`src/rtl/rtgd_dly.sv`:
```
// enabled delay line for payload that bypasses the arithmetic units
module rtgd_dly #(
  parameter int W = 64,
  parameter int N = 1
) (
  input  logic         clk_i,
  input  logic         en_i,
  input  logic [W-1:0] d_i,
  output logic [W-1:0] q_o
);
  logic [W-1:0] pipe_q [N];

  always_ff @(posedge clk_i) begin
    if (en_i) begin
      pipe_q[0] <= d_i;
      for (int k = 1; k < N; k++) begin
        pipe_q[k] <= pipe_q[k-1];
      end
    end
  end

  assign q_o = pipe_q[N-1];
endmodule

```
`config.mk`:
```
export PLATFORM = sky130hd
export DESIGN_NAME = rtgd_dly
export DESIGN_NICKNAME = d
export VERILOG_FILES = /design/src/rtl/rtgd_dly.sv
export SDC_FILE = /design/constraint.sdc
export NUM_CORES = 1
export LEC_CHECK = 0
export BUFFER_PORTS_ARGS = -buffer_cell sky130_fd_sc_hd__buf_2
export CAP_MARGIN = 20
export CORE_MARGIN = 2
export CORE_UTILIZATION = 30
export CTS_CLUSTER_SIZE = 20
export DETAILED_ROUTE_END_ITERATION = 10
export SETUP_SLACK_MARGIN = 0.4
export SLEW_MARGIN = 40
export SYNTH_ARGS = -nofsm -noshare
export SYNTH_HDL_FRONTEND = slang
export SYNTH_SLANG_ARGS = --single-unit
```
`constraint.sdc`:
```
create_clock -name clk_i -period 1.1 [get_ports clk_i]
set_clock_uncertainty 0.2 [all_clocks]
set_input_delay 0.11 -clock clk_i [delete_from_list [all_inputs] [get_ports clk_i]]
set_output_delay 0.11 -clock clk_i [all_outputs]
set_load 0.03 [all_outputs]
```
==> results.tsv <==
stage	metric	value	unit
power	Sw Pwr	0.00151	W
sta	RSZ-0062 raised after global routing	yes	
sta	Max Clock Freq	819	MHz
clock_tree	Worst-path clk slew	0.07	ns
drt	Iteration-0 DRC Markers	48	
placement	placer congestion estimate	0.661	
clock_tree	Clock Root Buffer	clkbuf_8	
power	Worst IR Drop VDD	0.947	mV
drt	DR vias	1165	
die	Core ar.	6280	sq um
drt	first-pass detailed-route iteration total	4	
die	cell row count	29	
power	internal power	0.00438	W
clock_tree	H-tree depth	3	
critical_path	Critical Path Stages	1	
critical_path	CP endpoint	q_o[35]	
clock_tree	Post-CTS Setup Bufs	0	
cells_and_area	comb_multi_in	0	
synth	syn nets	130	
synth	Distinct cells, synth	1	
cells_and_area	register with the most flip-flops	pipe_q	
critical_path	highest cell delay on the worst timing path	0.42	ns
power	Total Power	0.00589	W
drt	Via density	4.05	
grt	pin count of the biggest net entering global routing	36	
die	starting density of the core	30.6	%
cells_and_area	area grow syn2layout	71.8	%
drt	total wire length	3.99	mm
cells_and_area	ANT cells	0	
critical_path	startpoint types	register	
sta	relative slew slack	87.7	%
synth	mapped cell area	1920	sq um
cells_and_area	Net count, final	272	
critical_path	Worst EP required	0.79	ns
critical_path	CP endpoint kind	output pin	
power	clock power share	33.1	%
drt	wl on met1	1.35	mm
clock_tree	CTS tree	done	
drt	Top Layer Used	met4	
die	full die area	7060	sq um
clock_tree	clk buf depth	2	
power	Power Dens Cells	1780	nW/um^2
placement	DP HPWL	2.83	mm
cells_and_area	share of layout cells above drive strength 1	69.2	%
drt	wire per inst	13.9	microns
sta	Tcrit/Tclk final	111	%
die	die height	84.0	microns
run	total of max-cap violations	0	
die	num ports	130	
power	Comb power frac	16.2	%
placement	PortBufs	129	
synth	Synth Warn #	0	
synth	Gate Count Post-Synth	64	
power	Pleak	1.38	nW
cells_and_area	final core area utilization	52.6	%
critical_path	Largest delay share family, worst path	flip-flops	
power	sequential power share	50.7	%
placement	minimum setup slack after placement	0.103	ns
cells_and_area	Top Registers	pipe_q: 64 flops	
critical_path	Crit. Startpoint	pipe_q[0][35]$_DFFE_PP_	
sta	Setup violations, final	64	
clock_tree	Num CTS Buffers	9	
critical_path	Cell Chain, Critical Path	buf_6	
sta	fin. max-slew vios	0	
grt	first-pass GRT wire length	6.33	mm
sta	Final Critical Period	1.22	ns
drt	Antenna Nets Post-Route	0	
grt	vias in the first global route	1284	
drt	routed wl met3	610	microns
cells_and_area	max reg flops	64	
synth	register area share after synthesis	100	%
critical_path	Crit Path Class	reg2out	
cells_and_area	area of the multi-input gates	0	sq um
min_path	HP Class	in2reg	
power	Switching Fraction	25.6	%
grt	initial antenna violation count	0	
sta	Least-Margin Pin Slew	0.185	ns
run_status	status	finished with violations	
critical_path	CP max-delay cell	edfxtp_1	
critical_path	CP bufs+invs	1	
grt	Total GRT Usage	12.4	%
grt	Remaining Overflow, GRT	0	
critical_path	critical path arrival	0.91	ns
sta	final hold violations	64	
drt	# DRC	0	
die	Die Wd	84.0	microns
synth	Yosys reg bits	64	
clock_tree	CTS Sinks	64	
run_status	violations in the final reports	negative hold slack, negative setup slack	
synth	Mapped Avg Cell Area	30.0	sq um
sta	Hold Slack	-0.257	ns
sta	setup_tns	-5.19	ns
drt	WL met2	1.94	mm
critical_path	critical path fanouts, max	1	
sta	worst setup margin	-0.121	ns
## placed cells by master (no fill, tap or decap)
master	count
buf_12	2
clkinv_4	2
bufinv_16	1
edfxtp_1	64
clkbuf_1	1
buf_2	65
clkbuf_8	9
clkinvlp_4	3
buf_6	64
## power by group through the flow
stage	logic, W	clock network [W]	registers (W)
after detailed placement	0.000751	0	0.00299
after floorplan	0	0	0.00340
final	0.000955	0.00195	0.00299
after CTS	0.000965	0.00204	0.00299
after global routing	0.000999	0.00210	0.00301
after global placement	0.000744	0	0.00299
## repair_timing
item                                   CTS  global route
endpoints found under the hold margin   64            64
resized for setup                      128             0
setup endpoints to repair               64            64
## metrics by stage
stage	std cells	area (sq um)
3_5_place_dp	272	2700
2_1_floorplan	64	1920
4_1_cts	288	3300
5_1_grt	288	3300
6_report	288	3300
3_3_place_gp	272	2700
## synth_stat cells
library cell,number,area (sq um)
edfxtp_1,64,1920
## logic make-up (layout without fill, tap and decap cells)
group | Yosys count | count (layout) | share of synthesized area [%]
DFF | 64 | 64 | 100
buffers and inverters | 0 | 147 | 0
## routing by layer
metal	GRT usage, %	vias up
li1	-	546
met4	6.60	0
met5	0	-
met3	9.50	9
met1	12.7	533
met2	18.2	77
## layout make-up
| class | instances | area (sq um) |
|---|---|---|
| flip-flops and latches | 64 | 1920 |
| fillers | 521 | 2980 |
| clock inverters | 6 | 70.1 |
| clock buffers | 10 | 128 |
| well taps | 77 | 96.3 |
| repair buffers | 131 | 1090 |
## worst min-delay path by stage
stage | from | to | slack, ns | cells past startpoint
final | d_i[53] | pipe_q[0][53]$_DFFE_PP_ | -0.26 | 1
after detailed placement | d_i[58] | pipe_q[0][58]$_DFFE_PP_ | 0.09 | 1
after floorplan | d_i[0] | pipe_q[0][0]$_DFFE_PP_ | 0.009 | 0
after CTS | d_i[17] | pipe_q[0][17]$_DFFE_PP_ | -0.29 | 1
after global placement | d_i[60] | pipe_q[0][60]$_DFFE_PP_ | 0.09 | 1
after global routing | d_i[13] | pipe_q[0][13]$_DFFE_PP_ | -0.28 | 1
Note: power is estimated with default switching activity, not from simulation.
